`src/sv/fosfq_pkg.sv`:
```
package fosfq_pkg;

   localparam int QUEUE_DEPTH = 64;
   localparam int CNT_W = $clog2(QUEUE_DEPTH + 1);
   localparam int LIMIT_W = 7;
   localparam int OCC_W = 7;
   localparam int CMP_W = (CNT_W > LIMIT_W) ? CNT_W : LIMIT_W;
   localparam int SMEAR_STEPS = $clog2(QUEUE_DEPTH);

   localparam int DESC_W = 16;
   localparam int TAG_W = 32;
   localparam int SIZE_W = 31;
   localparam int CSR_IDX_W = 1;
   localparam int CSR_DATA_W = 7;

   localparam logic [LIMIT_W-1:0] CAPACITY_RESET = 7'd64;

   typedef enum logic {
      CMD_PUSH = 1'b0,
      CMD_POP  = 1'b1
   } command_type;

   typedef enum logic [1:0] {
      ST_PUSHED = 2'd0,
      ST_FULL   = 2'd1,
      ST_POPPED = 2'd2,
      ST_EMPTY  = 2'd3
   } status_type;

   typedef enum logic [CSR_IDX_W-1:0] {
      CSR_POLICY   = 1'b0,
      CSR_CAPACITY = 1'b1
   } csr_index_type;

   typedef enum logic {
      POLICY_FIFO     = 1'b0,
      POLICY_SHORTEST = 1'b1
   } policy_type;

   typedef enum logic [1:0] {
      CELL_HOLD,
      CELL_LOAD,
      CELL_FROM_PREV,
      CELL_FROM_NEXT
   } cell_op_type;

   typedef struct packed {
      logic [DESC_W-1:0] descriptor;
      logic [TAG_W-1:0]  name_tag;
      logic [SIZE_W-1:0] size;
   } entry_type;

endpackage

```
`src/sv/fosfq_cell.sv`:
```
module fosfq_cell (
   input  logic                   clock,
   input  fosfq_pkg::cell_op_type op,
   input  fosfq_pkg::entry_type   new_entry,
   input  fosfq_pkg::entry_type   prev_entry,
   input  fosfq_pkg::entry_type   next_entry,
   output fosfq_pkg::entry_type   entry,
   output logic                   greater
);
   import fosfq_pkg::*;

   entry_type entry_ff;
   entry_type entry_in;

   always_comb begin
      unique case (op)
         CELL_HOLD:      entry_in = entry_ff;
         CELL_LOAD:      entry_in = new_entry;
         CELL_FROM_PREV: entry_in = prev_entry;
         CELL_FROM_NEXT: entry_in = next_entry;
         default:        entry_in = entry_ff;
      endcase
   end

   always_ff @(posedge clock) begin
      entry_ff <= entry_in;
   end

   assign entry = entry_ff;
   assign greater = entry_ff.size > new_entry.size;

endmodule

```
`config.mk`:
```
export PLATFORM = sky130hd
export DESIGN_NAME = fosfq_cell
export DESIGN_NICKNAME = d
export VERILOG_FILES = /design/src/sv/fosfq_pkg.sv /design/src/sv/fosfq_cell.sv
export SDC_FILE = /design/constraint.sdc
export NUM_CORES = 1
export LEC_CHECK = 0
export ABC_AREA = 1
export ABC_CLOCK_PERIOD_IN_PS = 4380
export BUFFER_PORTS_ARGS = -buffer_cell sky130_fd_sc_hd__buf_2
export CAP_MARGIN = 25
export CORE_AREA = 4 4 124 126
export CTS_BUF_LIST = sky130_fd_sc_hd__clkbuf_4 sky130_fd_sc_hd__clkbuf_8 sky130_fd_sc_hd__clkbuf_16
export CTS_CLUSTER_SIZE = 16
export DETAILED_ROUTE_END_ITERATION = 12
export DIE_AREA = 0 0 128 130
export PLACE_DENSITY = 0.67
export SLEW_MARGIN = 10
export SYNTH_ARGS = -nofsm -noshare
export SYNTH_HDL_FRONTEND = slang
export SYNTH_SLANG_ARGS = --single-unit
```
`constraint.sdc`:
```
create_clock -name clock -period 4.38 [get_ports clock]
set_clock_uncertainty 0.15 [all_clocks]
set_input_delay 0.876 -clock clock [delete_from_list [all_inputs] [get_ports clock]]
set_output_delay 0.876 -clock clock [all_outputs]
set_load 0.02 [all_outputs]
```
======== After elaboration in Yosys (flattened, before gate mapping) ========
Cells that the tools add are included.
word-level totals
  bits in registers ....................... 79
  output and inout port bits .............. 80
  word-level logic and storage cells ...... 9
operators by class
  $lt $le $gt $ge ......................... 1
  eq/ne operators ......................... 3
  muxes and demuxes ....................... 1
  reduce and logical (&&, ||, !) cells .... 1
operators with widths
  operator                                       count
  one-hot mux 79 bit (3 select lines)            1
  > comparator 31 bit                            1
  == test 2 bit, second input constant           2
  == test 2 x 1 -> 1 bit, second input constant  1
  zero test 2 bit                                1

======== Logic depth before layout (Yosys ltp) ========
  depth after elaboration ................. 2
  mapped depth ............................ 10
  gate-level depth less buffers ........... 10

======== Worst setup path before layout ========
OpenSTA, ideal clock, no wires.
  kind .................................... input to output
  start point ............................. input port new_entry[30] (netlist name)
  end point ............................... output port greater
  arrival time ............................ 2.049 ns
  required time ........................... 3.354 ns
  path slack .............................. 1.305 ns
  stages on the path ...................... 8
  cell sequence ........................... inv_1 > ha_1 > nand2_1 > nor2_1 > nand3_1 > nor3b_1 > nand2_1 > a21oi_1
on the way
  cells in the longest elaborated chain, start to end .. 1
ends and longest elaborated chain
  element              RTL line          text
  from (decl)          fosfq_cell.sv:4   input fosfq_pkg::entry_type new_entry,
  > comparator 31 bit  fosfq_cell.sv:30  assign greater = entry_ff.size > new_entry.size;
  to (decl)            fosfq_cell.sv:8   output logic greater
No other way between the ends.

======== Final worst setup path ========
Ends and elaborated chain as after synthesis.

==> metrics <==
clock sinks 79; cell row count 44; postcts setup bufs 0; hold_buf cts 0; DP HPWL 12200 um; GRT overflow 0; Max Cap Viol 0; crit path capture type primary output; Mapped Area 4780 um^2; Yosys warnings 0; Startpoint Class input port; DR vias 5000; share of layout cells above drive strength 1 0.397; Iteration-0 DRC Markers 228; Mapped Avg Cell Area 8.65 um^2; CP bufs+invs 3; Vias/cell 4.79; number of synthesized register bits 79; TritonRoute pass-1 iters 4; Syn Nets 824; Max Slew Vio Count 0; Top FF cell, synth edfxtp_1; GPL Wtd Cong 0.819; Area growth syn-to-layout 42.5%; Port Buffers 319; initial antenna violation count 1; maximum vdd drop 147 uV; crit-path leading delay family simple AND/OR/NAND/NOR gates; outcome finished clean; Seq/Total Area, Yosys 0.496; count of different cell masters after synthesis 21; Core ar. 14300 um^2; crit-path cells buf_2 > inv_1 > ha_1 > nand2_1 > nor2_1 > nand3_1 > nor3b_1 > nand2_1 > a21oi_1 > buf_2; global-route wire length before repair 23400 um; Leakage 3.46 nW; largest net degree at the start of global routing 66; clock slew at reported path FFs 0.06 ns; die height 130 um; most frequent standard cell in the layout excluding fill and tap cells buf_2; vias in the first global route 4748; post-place setup slack 1.09 ns; # IOs 320; TritonCTS Buffers 9; Least-Margin Pin Slew 0.878 ns; final wirelength 15700 um; Critical Path Max Stage Delay 0.29 ns; Pwr Density 344 nW/um^2; Slew HR 0.414; CP max FO 3; Final Hold Violating Endpoints 0; Post-synth EDFFs 79; Mapped Cells 553; DIE AREA 16600 um^2; ant diodes 0; CP Class input port to primary output; CTS Root Cell clkbuf_16; CTS tree built; CTS resizes 0; Final nets 1126; Post-DRT Antenna Nets 0; H-tree depth 3; residual DRC count 0; Total GRT Usage 0.179; Final WS setup 1.12 ns; maximum clock path buffer count 2; Setup-failing EPs final 0; Slowest cell on crit path ha_1; async set-or-reset flop fraction in the synthesized netlist 0; CP required 3.35 ns; Setup TNS 0 ns; max FFs per register 79; die width 128 um; period utilization 0.745; Fmax 306 MHz; commonest cells after routing, fill and taps aside buf_2, nand2_1, nand3_1, edfxtp_1, inv_1; crit path DAT 2.24 ns; Tmin final 3.26 ns; WL/cell 15.1 um; Initial Util 0.334; RSZ-0062 raised after global routing false; Hold/Removal Path Class input port to flop
==> power by group <==
part,internal [mW],total [mW],switching [mW]
Clock,0.494,0.789,0.295
Sequential,0.940,0.970,0.0300
Combinational,0.229,0.586,0.357
==> metal layers <==
layer | GRT usage | wire length [um]
met1 | 0.219 | 6320
met2 | 0.304 | 7820
met3 | 0.0487 | 1290
met4 | 0.0655 | 289
met5 | 0 | 19
==> layout make-up <==
type                    count  area, um^2
fillers                  1489        7490
clock inverters             7        87.6
well taps                 184         230
inverters                  47         176
clock buffers               9         225
repair buffers            325        1660
flip-flops and latches     79        2370
multi-input cells         393        2070
==> Yosys cell counts (2+ instances only) <==
cell	number	share of area
a21oi_1	11	0.012
inv_1	46	0.036
ha_1	31	0.081
edfxtp_1	79	0.50
clkbuf_1	8	0.0063
o211ai_1	30	0.047
buf_2	22	0.023
buf_1	2	0.0016
nand3_1	131	0.14
nor2_1	10	0.0078
a21o_1	2	0.0031
nand2_1	171	0.13
and3_1	2	0.0026
==> per-stage QoR <==
step | power (mW) | util | std cells | cell area, um^2 | hold WS [ns]
2_1_floorplan | 1.32 | - | 553 | 4780 | 0.916
3_3_place_gp | 1.57 | 0.455 | 1028 | 6510 | 1.00
3_5_place_dp | 1.58 | 0.455 | 1028 | 6510 | 1.00
4_1_cts | 2.38 | 0.476 | 1044 | 6820 | 0.642
5_1_grt | 2.47 | 0.476 | 1044 | 6820 | 0.659
6_report | 2.35 | 0.476 | 1044 | 6820 | 0.660
==> tightest hold or removal path: stages <==
cell and delay, ns:
buf_2 0.07, nand2_1 0.04, nand3_1 0.05
==> cells by family after synthesis <==
group           after synthesis  synth area share
compound gates               43            0.0617
simple gates                319             0.290
buf+inv                      81            0.0717
fa+ha+maj                    31            0.0811
flops                        79             0.496
==> path summary, 6_finish.rpt <==
| kind | start | end | depth (start not counted) |
|---|---|---|---|
| hold / removal | prev_entry[54] | entry[54] | 3 |
| setup / recovery | new_entry[30] | greater | 10 |
Power figures use the tool's default switching activity.
